`src/rtl/cde_pkg.sv`:
```
// ----------------------------------------------------------------------------
// cde_pkg
// Shared types, codes and calendar tables for the calendar date engine.
// ----------------------------------------------------------------------------
package cde_pkg;

	localparam int DEF_MAX_YEAR = 9999;
	localparam int MAX_DAY_STEP = 65535;

	localparam int YEAR_W     = 14;
	localparam int DIST_W     = 22;
	localparam int CFG_IDX_W  = 2;
	localparam int CFG_DATA_W = 14;

	localparam int RESET_DAY   = 1;
	localparam int RESET_MONTH = 1;
	localparam int RESET_YEAR  = 2000;

	// configuration register indexes
	localparam logic [CFG_IDX_W-1:0] REG_START_DAY   = 2'd0;
	localparam logic [CFG_IDX_W-1:0] REG_START_MONTH = 2'd1;
	localparam logic [CFG_IDX_W-1:0] REG_START_YEAR  = 2'd2;

	localparam logic [1:0] CMD_RESTART   = 2'd0;
	localparam logic [1:0] CMD_ADD_DAYS  = 2'd1;
	localparam logic [1:0] CMD_ADD_MONTH = 2'd2;
	localparam logic [1:0] CMD_MEASURE   = 2'd3;

	localparam logic [1:0] STAT_OK       = 2'd0;
	localparam logic [1:0] STAT_INVALID  = 2'd1;
	localparam logic [1:0] STAT_OVERFLOW = 2'd2;

	localparam logic [1:0] ORD_EQUAL  = 2'd0;
	localparam logic [1:0] ORD_BEFORE = 2'd1;
	localparam logic [1:0] ORD_AFTER  = 2'd2;

	typedef struct packed {
		logic [1:0]        command;
		logic [15:0]       day_count;
		logic [4:0]        anchor_day;
		logic [4:0]        other_day;
		logic [3:0]        other_month;
		logic [YEAR_W-1:0] other_year;
	} cde_in_t;

	typedef struct packed {
		logic [4:0]        now_day;
		logic [3:0]        now_month;
		logic [YEAR_W-1:0] now_year;
		logic              leap_year;
		logic [8:0]        days_into_year;
		logic [8:0]        days_to_year_end;
		logic [4:0]        days_to_month_end;
		logic [1:0]        order;
		logic [DIST_W-1:0] day_distance;
		logic [1:0]        status;
	} cde_out_t;

	localparam logic [4:0] MONTH_LEN [12] = '{
		5'd31, 5'd28, 5'd31, 5'd30, 5'd31, 5'd30,
		5'd31, 5'd31, 5'd30, 5'd31, 5'd30, 5'd31
	};

	// zero for a month outside 1..12
	function automatic logic [4:0] month_len(input logic [3:0] m, input logic leap);
		logic [4:0] len;
		len = 5'd0;
		if (m >= 4'd1 && m <= 4'd12) begin
			len = MONTH_LEN[m - 4'd1];
		end
		if (m == 4'd2 && leap) begin
			len = 5'd29;
		end
		return len;
	endfunction

	// days in the months before m
	function automatic logic [8:0] cum_days(input logic [3:0] m, input logic leap);
		logic [8:0] n;
		unique case (m)
			4'd1:    n = 9'd0;
			4'd2:    n = 9'd31;
			4'd3:    n = 9'd59;
			4'd4:    n = 9'd90;
			4'd5:    n = 9'd120;
			4'd6:    n = 9'd151;
			4'd7:    n = 9'd181;
			4'd8:    n = 9'd212;
			4'd9:    n = 9'd243;
			4'd10:   n = 9'd273;
			4'd11:   n = 9'd304;
			4'd12:   n = 9'd334;
			default: n = 9'd0;
		endcase
		if (leap && m > 4'd2) begin
			n = n + 9'd1;
		end
		return n;
	endfunction

	function automatic logic [8:0] ordinal(input logic [4:0] d, input logic [3:0] m,
			input logic leap);
		return 9'(d) + cum_days(m, leap);
	endfunction

	function automatic logic [8:0] year_len(input logic leap);
		return leap ? 9'd366 : 9'd365;
	endfunction

	// y = 100*q + 4*r + ylo with q, r from y/4 divided by 25
	function automatic logic leap_from_div(input logic [1:0] ylo, input logic [4:0] r,
			input logic [1:0] qlo);
		return (ylo == 2'd0) && ((r != 5'd0) || (qlo == 2'd0));
	endfunction

endpackage

```
`src/rtl/calendar_date_engine.sv`:
```
// ----------------------------------------------------------------------------
// calendar_date_engine
// Keeps one Gregorian date and runs one command per input transaction:
// restart from the start registers, add days, add one month, or measure the
// day distance to another date. One result transaction per command. Commands
// run one at a time; in_ready is high only between commands, and a finished
// result waits in the output register while the next command is taken.
// Restart divides the start year, checks it and finishes. Add month steps the
// month and clamps the day, or finishes at once when it saturates. Measure
// divides, checks the other date (finishing at once if it is invalid), forms
// both day numbers and compares. Add days crosses year boundaries singly
// (about 180 for 65535 days), then walks up to 11 months of the final year.
// A result still waiting in the output register holds the finish step until
// it is taken. All year division goes through one shared
// divide-by-25 multiplier; leap state of the current date is kept in
// year-mod-100 and century-mod-4 counters so day and month stepping needs no
// division. Overflow past 31.12 of MAX_YEAR saturates there with status 2.
// ----------------------------------------------------------------------------
module calendar_date_engine #(
	parameter int MAX_YEAR = cde_pkg::DEF_MAX_YEAR
) (
	input  logic                                clk,
	input  logic                                arst_n,
	input  logic                                in_valid,
	output logic                                in_ready,
	input  cde_pkg::cde_in_t                    in_data,
	output logic                                out_valid,
	input  logic                                out_ready,
	output cde_pkg::cde_out_t                   out_data,
	input  logic                                cfg_valid,
	output logic                                cfg_ready,
	input  logic [cde_pkg::CFG_IDX_W-1:0]       cfg_index,
	input  logic [cde_pkg::CFG_DATA_W-1:0]      cfg_data
);

	import cde_pkg::*;

	localparam int YW  = ($clog2(MAX_YEAR + 1) > YEAR_W) ? $clog2(MAX_YEAR + 1) : YEAR_W;
	localparam int XW  = YW - 2;
	localparam int QW  = XW - 4;
	localparam int DNW = YW + 10;

	typedef enum logic [3:0] {
		ST_IDLE,
		ST_RS_DIV,
		ST_RS_CHK,
		ST_AD_YEAR,
		ST_AD_MONTH,
		ST_AM_STEP,
		ST_AM_CLAMP,
		ST_MS_DIV,
		ST_MS_CHK,
		ST_MS_DNA,
		ST_MS_DNB,
		ST_MS_CMP,
		ST_FINISH
	} state_t;

	state_t state_q;

	logic [4:0]        start_day_q;
	logic [3:0]        start_month_q;
	logic [YEAR_W-1:0] start_year_q;

	logic [4:0]    cur_day_q;
	logic [3:0]    cur_month_q;
	logic [YW-1:0] cur_year_q;
	logic [6:0]    cur_c100_q;
	logic [1:0]    cur_c4_q;

	logic [1:0]     status_q;
	logic [1:0]     order_q;
	logic [DNW-1:0] dist_q;
	cde_out_t       out_q;
	logic           out_valid_q;

	cde_in_t        in_q;
	logic [15:0]    n_q;
	logic [8:0]     t_q;
	logic [3:0]     m_q;
	logic           leap_o_q;
	logic [DNW-1:0] p365_q;
	logic [DNW-1:0] dn_a_q;
	logic [DNW-1:0] dn_b_q;

	logic          div_en;
	logic [XW-1:0] div_x;
	logic [QW-1:0] div_quo;
	logic [4:0]    div_rem;
	logic [XW-1:0] div_opnd;

	logic           leap_cur;
	logic [8:0]     ord_cur;
	logic [8:0]     left_cur;
	logic [4:0]     mlen_cur;
	logic [YW-1:0]  year_inc;
	logic [6:0]     c100_inc;
	logic [1:0]     c4_inc;
	logic           year_at_max;
	logic [YW-1:0]  start_year_ext;
	logic [YW-1:0]  oth_year_ext;
	logic [YW-1:0]  cur_pm1;
	logic [YW-1:0]  oth_pm1;
	logic           leap_start;
	logic           leap_oth;
	logic           start_ok;
	logic           oth_ok;
	logic [8:0]     ord_oth;
	logic [DNW-1:0] dn_base;
	logic [4:0]     walk_len;
	logic [4:0]     anchor;
	logic [4:0]     am_day;

	cde_div25 #(
		.XW(XW)
	) u_div25 (
		.clk  (clk),
		.en   (div_en),
		.x    (div_x),
		.quo  (div_quo),
		.rem  (div_rem),
		.opnd (div_opnd)
	);

	// current date helpers
	assign leap_cur    = (cur_year_q[1:0] == 2'd0) && ((cur_c100_q != 7'd0) || (cur_c4_q == 2'd0));
	assign ord_cur     = ordinal(cur_day_q, cur_month_q, leap_cur);
	assign left_cur    = year_len(leap_cur) - ord_cur;
	assign mlen_cur    = month_len(cur_month_q, leap_cur);
	assign year_inc    = cur_year_q + YW'(1);
	assign c100_inc    = (cur_c100_q == 7'd99) ? 7'd0 : cur_c100_q + 7'd1;
	assign c4_inc      = (cur_c100_q == 7'd99) ? cur_c4_q + 2'd1 : cur_c4_q;
	assign year_at_max = cur_year_q >= YW'(MAX_YEAR);

	assign start_year_ext = YW'(start_year_q);
	assign oth_year_ext   = YW'(in_q.other_year);
	assign cur_pm1        = cur_year_q - YW'(1);
	assign oth_pm1        = oth_year_ext - YW'(1);

	assign leap_start = leap_from_div(start_year_q[1:0], div_rem, div_quo[1:0]);
	assign leap_oth   = leap_from_div(in_q.other_year[1:0], div_rem, div_quo[1:0]);

	assign start_ok = (start_month_q >= 4'd1) && (start_month_q <= 4'd12)
		&& (start_year_ext >= YW'(1)) && (start_year_ext <= YW'(MAX_YEAR))
		&& (start_day_q >= 5'd1) && (start_day_q <= month_len(start_month_q, leap_start));
	assign oth_ok = (in_q.other_month >= 4'd1) && (in_q.other_month <= 4'd12)
		&& (oth_year_ext >= YW'(1)) && (oth_year_ext <= YW'(MAX_YEAR))
		&& (in_q.other_day >= 5'd1)
		&& (in_q.other_day <= month_len(in_q.other_month, leap_oth));

	assign ord_oth = ordinal(in_q.other_day, in_q.other_month, leap_o_q);
	// (y-1)*365 + (y-1)/4 - (y-1)/100 + (y-1)/400
	assign dn_base = p365_q + DNW'(div_opnd) - DNW'(div_quo) + DNW'(div_quo[QW-1:2]);

	assign walk_len = month_len(m_q, leap_cur);
	assign anchor   = (in_q.anchor_day == 5'd0) ? 5'd1 : in_q.anchor_day;
	assign am_day   = (anchor > mlen_cur) ? mlen_cur : anchor;

	always_comb begin
		div_en = 1'b0;
		div_x  = '0;
		case (state_q)
			ST_RS_DIV: begin
				div_en = 1'b1;
				div_x  = start_year_ext[YW-1:2];
			end
			ST_MS_DIV: begin
				div_en = 1'b1;
				div_x  = oth_year_ext[YW-1:2];
			end
			ST_MS_CHK: begin
				div_en = 1'b1;
				div_x  = cur_pm1[YW-1:2];
			end
			ST_MS_DNA: begin
				div_en = 1'b1;
				div_x  = oth_pm1[YW-1:2];
			end
			default: begin
			end
		endcase
	end

	always_ff @(posedge clk or negedge arst_n) begin
		if (!arst_n) begin
			start_day_q   <= 5'(RESET_DAY);
			start_month_q <= 4'(RESET_MONTH);
			start_year_q  <= YEAR_W'(RESET_YEAR);
		end else if (cfg_valid) begin
			unique case (cfg_index)
				REG_START_DAY:   start_day_q   <= cfg_data[4:0];
				REG_START_MONTH: start_month_q <= cfg_data[3:0];
				REG_START_YEAR:  start_year_q  <= cfg_data[YEAR_W-1:0];
				default: begin
				end
			endcase
		end
	end

	always_ff @(posedge clk or negedge arst_n) begin
		if (!arst_n) begin
			state_q     <= ST_IDLE;
			cur_day_q   <= 5'(RESET_DAY);
			cur_month_q <= 4'(RESET_MONTH);
			cur_year_q  <= YW'(RESET_YEAR);
			cur_c100_q  <= 7'(RESET_YEAR % 100);
			cur_c4_q    <= 2'((RESET_YEAR / 100) % 4);
			status_q    <= STAT_OK;
			order_q     <= ORD_EQUAL;
			dist_q      <= '0;
			out_q       <= '0;
			out_valid_q <= 1'b0;
		end else begin
			// the finish step reloads the output register itself
			if (out_valid_q && out_ready && state_q != ST_FINISH) begin
				out_valid_q <= 1'b0;
			end
			unique case (state_q)
				ST_IDLE: begin
					if (in_valid) begin
						status_q <= STAT_OK;
						order_q  <= ORD_EQUAL;
						dist_q   <= '0;
						unique case (in_data.command)
							CMD_RESTART:   state_q <= ST_RS_DIV;
							CMD_ADD_DAYS:  state_q <= ST_AD_YEAR;
							CMD_ADD_MONTH: state_q <= ST_AM_STEP;
							CMD_MEASURE:   state_q <= ST_MS_DIV;
						endcase
					end
				end
				ST_RS_DIV: begin
					state_q <= ST_RS_CHK;
				end
				ST_RS_CHK: begin
					if (start_ok) begin
						cur_day_q   <= start_day_q;
						cur_month_q <= start_month_q;
						cur_year_q  <= start_year_ext;
						cur_c100_q  <= {div_rem, start_year_q[1:0]};
						cur_c4_q    <= div_quo[1:0];
					end else begin
						status_q <= STAT_INVALID;
					end
					state_q <= ST_FINISH;
				end
				ST_AD_YEAR: begin
					if (n_q <= 16'(left_cur)) begin
						state_q <= ST_AD_MONTH;
					end else if (year_at_max) begin
						cur_day_q   <= 5'd31;
						cur_month_q <= 4'd12;
						status_q    <= STAT_OVERFLOW;
						state_q     <= ST_FINISH;
					end else begin
						cur_year_q  <= year_inc;
						cur_c100_q  <= c100_inc;
						cur_c4_q    <= c4_inc;
						cur_month_q <= 4'd1;
						cur_day_q   <= 5'd1;
					end
				end
				ST_AD_MONTH: begin
					if (!(m_q < 4'd12 && t_q > 9'(walk_len))) begin
						cur_month_q <= m_q;
						cur_day_q   <= t_q[4:0];
						state_q     <= ST_FINISH;
					end
				end
				ST_AM_STEP: begin
					if (cur_month_q >= 4'd12) begin
						if (year_at_max) begin
							cur_day_q   <= 5'd31;
							cur_month_q <= 4'd12;
							status_q    <= STAT_OVERFLOW;
							state_q     <= ST_FINISH;
						end else begin
							cur_month_q <= 4'd1;
							cur_year_q  <= year_inc;
							cur_c100_q  <= c100_inc;
							cur_c4_q    <= c4_inc;
							state_q     <= ST_AM_CLAMP;
						end
					end else begin
						cur_month_q <= cur_month_q + 4'd1;
						state_q     <= ST_AM_CLAMP;
					end
				end
				ST_AM_CLAMP: begin
					cur_day_q <= am_day;
					state_q   <= ST_FINISH;
				end
				ST_MS_DIV: begin
					state_q <= ST_MS_CHK;
				end
				ST_MS_CHK: begin
					if (oth_ok) begin
						state_q <= ST_MS_DNA;
					end else begin
						status_q <= STAT_INVALID;
						state_q  <= ST_FINISH;
					end
				end
				ST_MS_DNA: begin
					state_q <= ST_MS_DNB;
				end
				ST_MS_DNB: begin
					state_q <= ST_MS_CMP;
				end
				ST_MS_CMP: begin
					if (dn_a_q < dn_b_q) begin
						order_q <= ORD_BEFORE;
						dist_q  <= dn_b_q - dn_a_q;
					end else if (dn_a_q > dn_b_q) begin
						order_q <= ORD_AFTER;
						dist_q  <= dn_a_q - dn_b_q;
					end
					state_q <= ST_FINISH;
				end
				ST_FINISH: begin
					if (!out_valid_q || out_ready) begin
						out_q.now_day           <= cur_day_q;
						out_q.now_month         <= cur_month_q;
						out_q.now_year          <= cur_year_q[YEAR_W-1:0];
						out_q.leap_year         <= leap_cur;
						out_q.days_into_year    <= ord_cur;
						out_q.days_to_year_end  <= left_cur;
						out_q.days_to_month_end <= mlen_cur - cur_day_q;
						out_q.order             <= order_q;
						out_q.day_distance      <= dist_q[DIST_W-1:0];
						out_q.status            <= status_q;
						out_valid_q             <= 1'b1;
						state_q                 <= ST_IDLE;
					end
				end
				default: state_q <= ST_IDLE;
			endcase
		end
	end

	// datapath registers, no reset needed
	always_ff @(posedge clk) begin
		case (state_q)
			ST_IDLE: begin
				if (in_valid) begin
					in_q <= in_data;
					if (32'(in_data.day_count) > MAX_DAY_STEP) begin
						n_q <= 16'(MAX_DAY_STEP);
					end else begin
						n_q <= in_data.day_count;
					end
				end
			end
			ST_AD_YEAR: begin
				if (n_q <= 16'(left_cur)) begin
					t_q <= ord_cur + 9'(n_q);
					m_q <= 4'd1;
				end else begin
					n_q <= n_q - (16'(left_cur) + 16'd1);
				end
			end
			ST_AD_MONTH: begin
				if (m_q < 4'd12 && t_q > 9'(walk_len)) begin
					t_q <= t_q - 9'(walk_len);
					m_q <= m_q + 4'd1;
				end
			end
			ST_MS_CHK: begin
				leap_o_q <= leap_oth;
				p365_q   <= DNW'(cur_pm1) * DNW'(365);
			end
			ST_MS_DNA: begin
				dn_a_q <= dn_base + DNW'(ord_cur);
				p365_q <= DNW'(oth_pm1) * DNW'(365);
			end
			ST_MS_DNB: begin
				dn_b_q <= dn_base + DNW'(ord_oth);
			end
			default: begin
			end
		endcase
	end

	assign in_ready  = (state_q == ST_IDLE);
	assign out_valid = out_valid_q;
	assign out_data  = out_q;
	assign cfg_ready = 1'b1;

	a_busy_after_accept: assert property (@(posedge clk) disable iff (!arst_n)
		(in_valid && in_ready) |=> !in_ready)
		else $error("engine took a second transaction while busy");

	a_idle_date_valid: assert property (@(posedge clk) disable iff (!arst_n)
		(state_q == ST_IDLE) |-> (cur_month_q >= 4'd1 && cur_month_q <= 4'd12
			&& cur_day_q >= 5'd1 && cur_day_q <= mlen_cur))
		else $error("current date invalid between commands");

	a_year_range: assert property (@(posedge clk) disable iff (!arst_n)
		cur_year_q >= YW'(1) && cur_year_q <= YW'(MAX_YEAR))
		else $error("current year out of range");

	a_century_count: assert property (@(posedge clk) disable iff (!arst_n)
		cur_c100_q < 7'd100)
		else $error("year mod 100 counter out of range");

	a_equal_no_distance: assert property (@(posedge clk) disable iff (!arst_n)
		(out_valid_q && out_q.order == ORD_EQUAL) |-> (out_q.day_distance == '0))
		else $error("distance reported for equal dates");

endmodule

```
`src/rtl/cde_div25.sv`:
```
// ----------------------------------------------------------------------------
// cde_div25
// Shared divide-by-25 unit: reciprocal multiply, registered quotient,
// remainder recovered by shift-add from the registered values.
// ----------------------------------------------------------------------------
module cde_div25 #(
	parameter int XW = 14
) (
	input  logic          clk,
	input  logic          en,
	input  logic [XW-1:0] x,
	output logic [XW-5:0] quo,
	output logic [4:0]    rem,
	output logic [XW-1:0] opnd
);

	localparam int K  = XW + 5;
	localparam int QW = XW - 4;
	localparam int RW = XW + 1;
	localparam int PW = 2 * XW + 1;
	// quotient error stays below 1/32 for any x below 2**XW
	localparam logic [RW-1:0] RECIP = RW'(((64'd1 << K) + 64'd24) / 64'd25);

	logic [PW-1:0] prod;
	logic [QW-1:0] quo_q;
	logic [XW-1:0] opnd_q;
	logic [XW-1:0] mul25;
	logic [XW-1:0] diff;

	assign prod = PW'(x) * PW'(RECIP);

	always_ff @(posedge clk) begin
		if (en) begin
			quo_q  <= prod[PW-1:K];
			opnd_q <= x;
		end
	end

	assign mul25 = (XW'(quo_q) << 4) + (XW'(quo_q) << 3) + XW'(quo_q);
	assign diff  = opnd_q - mul25;
	assign quo   = quo_q;
	assign rem   = diff[4:0];
	assign opnd  = opnd_q;

endmodule

```
`config.mk`:
```
export PLATFORM = sky130hd
export DESIGN_NAME = calendar_date_engine
export DESIGN_NICKNAME = d
export VERILOG_FILES = /design/src/rtl/cde_pkg.sv /design/src/rtl/calendar_date_engine.sv /design/src/rtl/cde_div25.sv
export SDC_FILE = /design/constraint.sdc
export NUM_CORES = 1
export LEC_CHECK = 0
export BUFFER_PORTS_ARGS = -buffer_cell sky130_fd_sc_hd__buf_4
export CAP_MARGIN = 20
export CORE_MARGIN = 2
export CORE_UTILIZATION = 50
export DETAILED_ROUTE_END_ITERATION = 10
export PLACE_DENSITY_LB_ADDON = 0.12
export SKIP_LAST_GASP = 1
export SLEW_MARGIN = 20
export SYNTH_ARGS = -nofsm -noshare
export SYNTH_HDL_FRONTEND = slang
export SYNTH_SLANG_ARGS = --single-unit
```
`constraint.sdc`:
```
create_clock -name clk -period 19.35 [get_ports clk]
set_input_delay 5.805 -clock clk [delete_from_list [all_inputs] [get_ports clk]]
set_output_delay 5.805 -clock clk [all_outputs]
set_load 0.01 [all_outputs]
```
==> flow_summary.json <==
{
  "rsz0062_at_grt": "no",
  "die_boundary_width_um": 247,
  "worst_ir_drop_vdd_v": 0.0000579,
  "placementRows": 89,
  "io-pin-count": 143,
  "final_critical_path_setup_slack_ps": 11380,
  "synth.yosys.seq_area_share_pct": 29.2,
  "synth-edff-count": 149,
  "skew_final_ps": 18.1,
  "vias_in_the_first_global_route": 22900,
  "tightest_slew_ps": 1050,
  "timing.final.max_slew_violations": 0,
  "fp.dieH_um": 247,
  "status": "finished clean",
  "cts_repair_resize_count": 0,
  "port-buffer-count": 141,
  "finalHoldViolations": 0,
  "initial_core_util_pct": 50.4,
  "h_tree_depth": 2,
  "worst_r2r_endpoint": "u_div25.quo[7]",
  "worstHoldEndpoint": "out_data[27]",
  "count_of_distinct_cell_types_in_the_synthesized_netlist": 89,
  "fin_crit_ps": 7970,
  "hold_start": "out_data[27]",
  "root_buffer_cell": "sky130_fd_sc_hd__clkbuf_16",
  "timing.critical_path.to_type": "primary output",
  "totalNegativeSetupSlack_ps": 0,
  "cts_made_buffers": 39,
  "critical_path_required_ps": 13540,
  "ctsHoldBuffers": 0,
  "synthesis.area_per_instance_um2": 9.41,
  "die-area_mm2": 0.0612,
  "antenna_violations_before_repair": 0,
  "routed_wl_mm": 72.6,
  "dr_drc_count": 0,
  "yosys.cell_count.top_type": "sky130_fd_sc_hd__inv_1",
  "synth_commonest_cells": "sky130_fd_sc_hd__inv_1 (453), sky130_fd_sc_hd__ha_1 (380), sky130_fd_sc_hd__nand2_1 (234)",
  "cts.path.max_buffers": 3,
  "holdPathStages": 2,
  "wl_per_cell_um": 17.9,
  "synth_top_area_cell": "sky130_fd_sc_hd__ha_1",
  "drive_above_1_share_pct": 11.1,
  "worst_skew_pair.late_latency_ps": 570,
  "clock_sink_count": 317,
  "drc_violation_total_after_the_first_tritonroute_iteration": 1200,
  "place.detailed.hpwl_mm": 58.9,
  "areaGrowthSynthToFinish_pct": 10.5,
  "ys_top_cells_by_area": "sky130_fd_sc_hd__ha_1 (16%), sky130_fd_sc_hd__edfxtp_1 (15%), sky130_fd_sc_hd__dfrtp_1 (12%)",
  "core_mm2": 0.0588,
  "grt_pass1_wl_mm": 119,
  "setup.worst_path.class": "reg -> out",
  "detailedPlace.worstSlack_ps": 11360,
  "worstPathMaxFanout": 22,
  "synth_fp_nets": 3758,
  "gpl.final_weighted_congestion": 0.922,
  "antennaDiodeCount": 0,
  "setup.reg_to_reg.worst_slack_ps": 11620,
  "synthCells": 3151,
  "ys_seq_elements": 317,
  "reg2reg_depth": 27,
  "global_route.overflow_total": 0,
  "setup.worst_path.start_class": "flip-flop",
  "max_freq_mhz": 125,
  "leakagePower_uw": 0.0161,
  "synth_largest_type_area_fraction_pct": 16.0,
  "cts_setup_buffers": 0,
  "clock_pin_transition_on_the_worst_setup_and_hold_timing_paths_ps": 60,
  "drt.antenna.violating_nets": 0,
  "power_density_mw_per_mm2": 46.2,
  "critPathArrivalTime_ps": 2160,
  "min_period_over_period_pct": 41.2,
  "grt.total_usage_pct": 24.2,
  "share_of_flip_flops_with_an_asynchronous_set_or_reset_after_synthesis_pct": 50.2,
  "cts_tree": "yes",
  "timing.slew.headroom_pct": 30.0,
  "post_synthesis_instance_area_mm2": 0.0296,
  "worst_hold_path_type": "reg -> reg",
  "worst_r2r_startpoint": "cur_year_q[0]",
  "yosysWarnings": 0,
  "grt_max_degree": 84,
  "finalSetupViolCount": 0,
  "vias": 22500,
  "drtPass1Iterations": 5,
  "drv_cap": 0,
  "count_of_nets_after_finishing": 3859,
  "route.detailed.vias_per_inst": 5.54,
  "synth-main-ff-cell": "sky130_fd_sc_hd__edfxtp_1"
}
==> flip-flops by register name (all words and copies together) (netlist names), 2 cells and up, named ones only <==
| register | count |
|---|---|
| out_data | 73 |
| dn_a_q | 24 |
| dn_b_q | 24 |
| p365_q | 23 |
| dist_q | 22 |
| n_q | 16 |
| cur_year_q | 14 |
| in_q | 14 |
| oth_year_ext | 14 |
| start_year_ext | 14 |
| u_div25.opnd | 12 |
| t_q | 9 |
| u_div25.quo | 8 |
| cur_c100_q | 7 |
| cur_day_q | 5 |
| start_day_q | 5 |
| cur_month_q | 4 |
| m_q | 4 |
| start_month_q | 4 |
| state_q | 4 |
| cur_c4_q | 2 |
| order_q | 2 |
| status_q | 2 |
==> cell usage in the layout, fill, tap and decap left out, types with 71 or more instances in the layout <==
cell and count:
sky130_fd_sc_hd__nor2_1 155, sky130_fd_sc_hd__a21oi_1 184, sky130_fd_sc_hd__xnor2_1 133, sky130_fd_sc_hd__nand2_1 234, sky130_fd_sc_hd__ha_1 380, sky130_fd_sc_hd__buf_4 157
sky130_fd_sc_hd__o21ai_0 217, sky130_fd_sc_hd__inv_1 453, sky130_fd_sc_hd__mux2_2 87, sky130_fd_sc_hd__dfrtp_1 143, sky130_fd_sc_hd__fa_1 160, sky130_fd_sc_hd__xor2_1 76
sky130_fd_sc_hd__nand3_1 71, sky130_fd_sc_hd__edfxtp_1 149
==> worst max-delay path, stage by stage (launching register included) <==
cell                      delay, ps
sky130_fd_sc_hd__dfrtp_1        600
sky130_fd_sc_hd__nor4_1         760
sky130_fd_sc_hd__buf_4          240
==> routing by layer <==
layer | global-route usage, % | wire (µm) | part of all wire, % | vias to the layer above
li1 | - | - | - | 11000
met1 | 32.5 | 33500 | 46 | 10900
met2 | 41.0 | 34000 | 47 | 459
met3 | 2.43 | 2860 | 3.9 | 113
met4 | 7.80 | 2190 | 3.0 | 0
met5 | 0 | 0 | 0 | -
==> power breakdown <==
| part | total, µW | switching (µW) | internal [µW] |
|---|---|---|---|
| sequential | 732 | 18.5 | 713 |
| clock | 736 | 306 | 430 |
| combinational | 45.7 | 22.0 | 23.7 |
==> per-stage QoR <==
stage          hold WS, ps  cells  cell area (µm²)  total power [µW]  utilization [%]
5_1_grt                511   4056            32700              1560             55.7
4_1_cts                485   4056            32700              1530             55.7
3_5_place_dp           471   3984            31400               791             53.5
6_report               481   4056            32700              1510             55.7
2_1_floorplan          465   3151            29600               757                -
3_3_place_gp           466   3984            31400               789             53.5
==> worst max path at each step <==
stage                         start              to  slack (ps)  cells after the start
CTS                      state_q[2]        in_ready       11360                      2
floorplan                  in_valid          n_q[0]       11740                      4
global route        oth_year_ext[2]  u_div25.quo[7]       11070                     27
global placement           in_valid       flip-flop       11390                      7
finish                   state_q[2]        in_ready       11380                      2
detailed placement         in_valid       flip-flop       11360                      7
==> kinds of logic after synthesis <==
| family | synth area share [%] |
|---|---|
| and+or+nand+nor | 11.7 |
| AOI/OAI and AO/OA | 14.5 |
| xor gates and xnor gates | 6.23 |
| buffers and inverters | 7.05 |
| DFF | 29.2 |
| other | 0.0127 |
| adders and majority gates | 26.9 |
| muxes | 4.41 |
==> final cells by class <==
type | instances | area, µm²
fill | 5327 | 26100
tap | 773 | 967
inverter | 453 | 1700
sequential | 317 | 8650
multi-input combinational | 2282 | 18900
clock inverter | 22 | 245
timing repair buffer | 159 | 1200
clock buffer | 50 | 1050
Note: power is estimated with default switching activity, not from simulation.
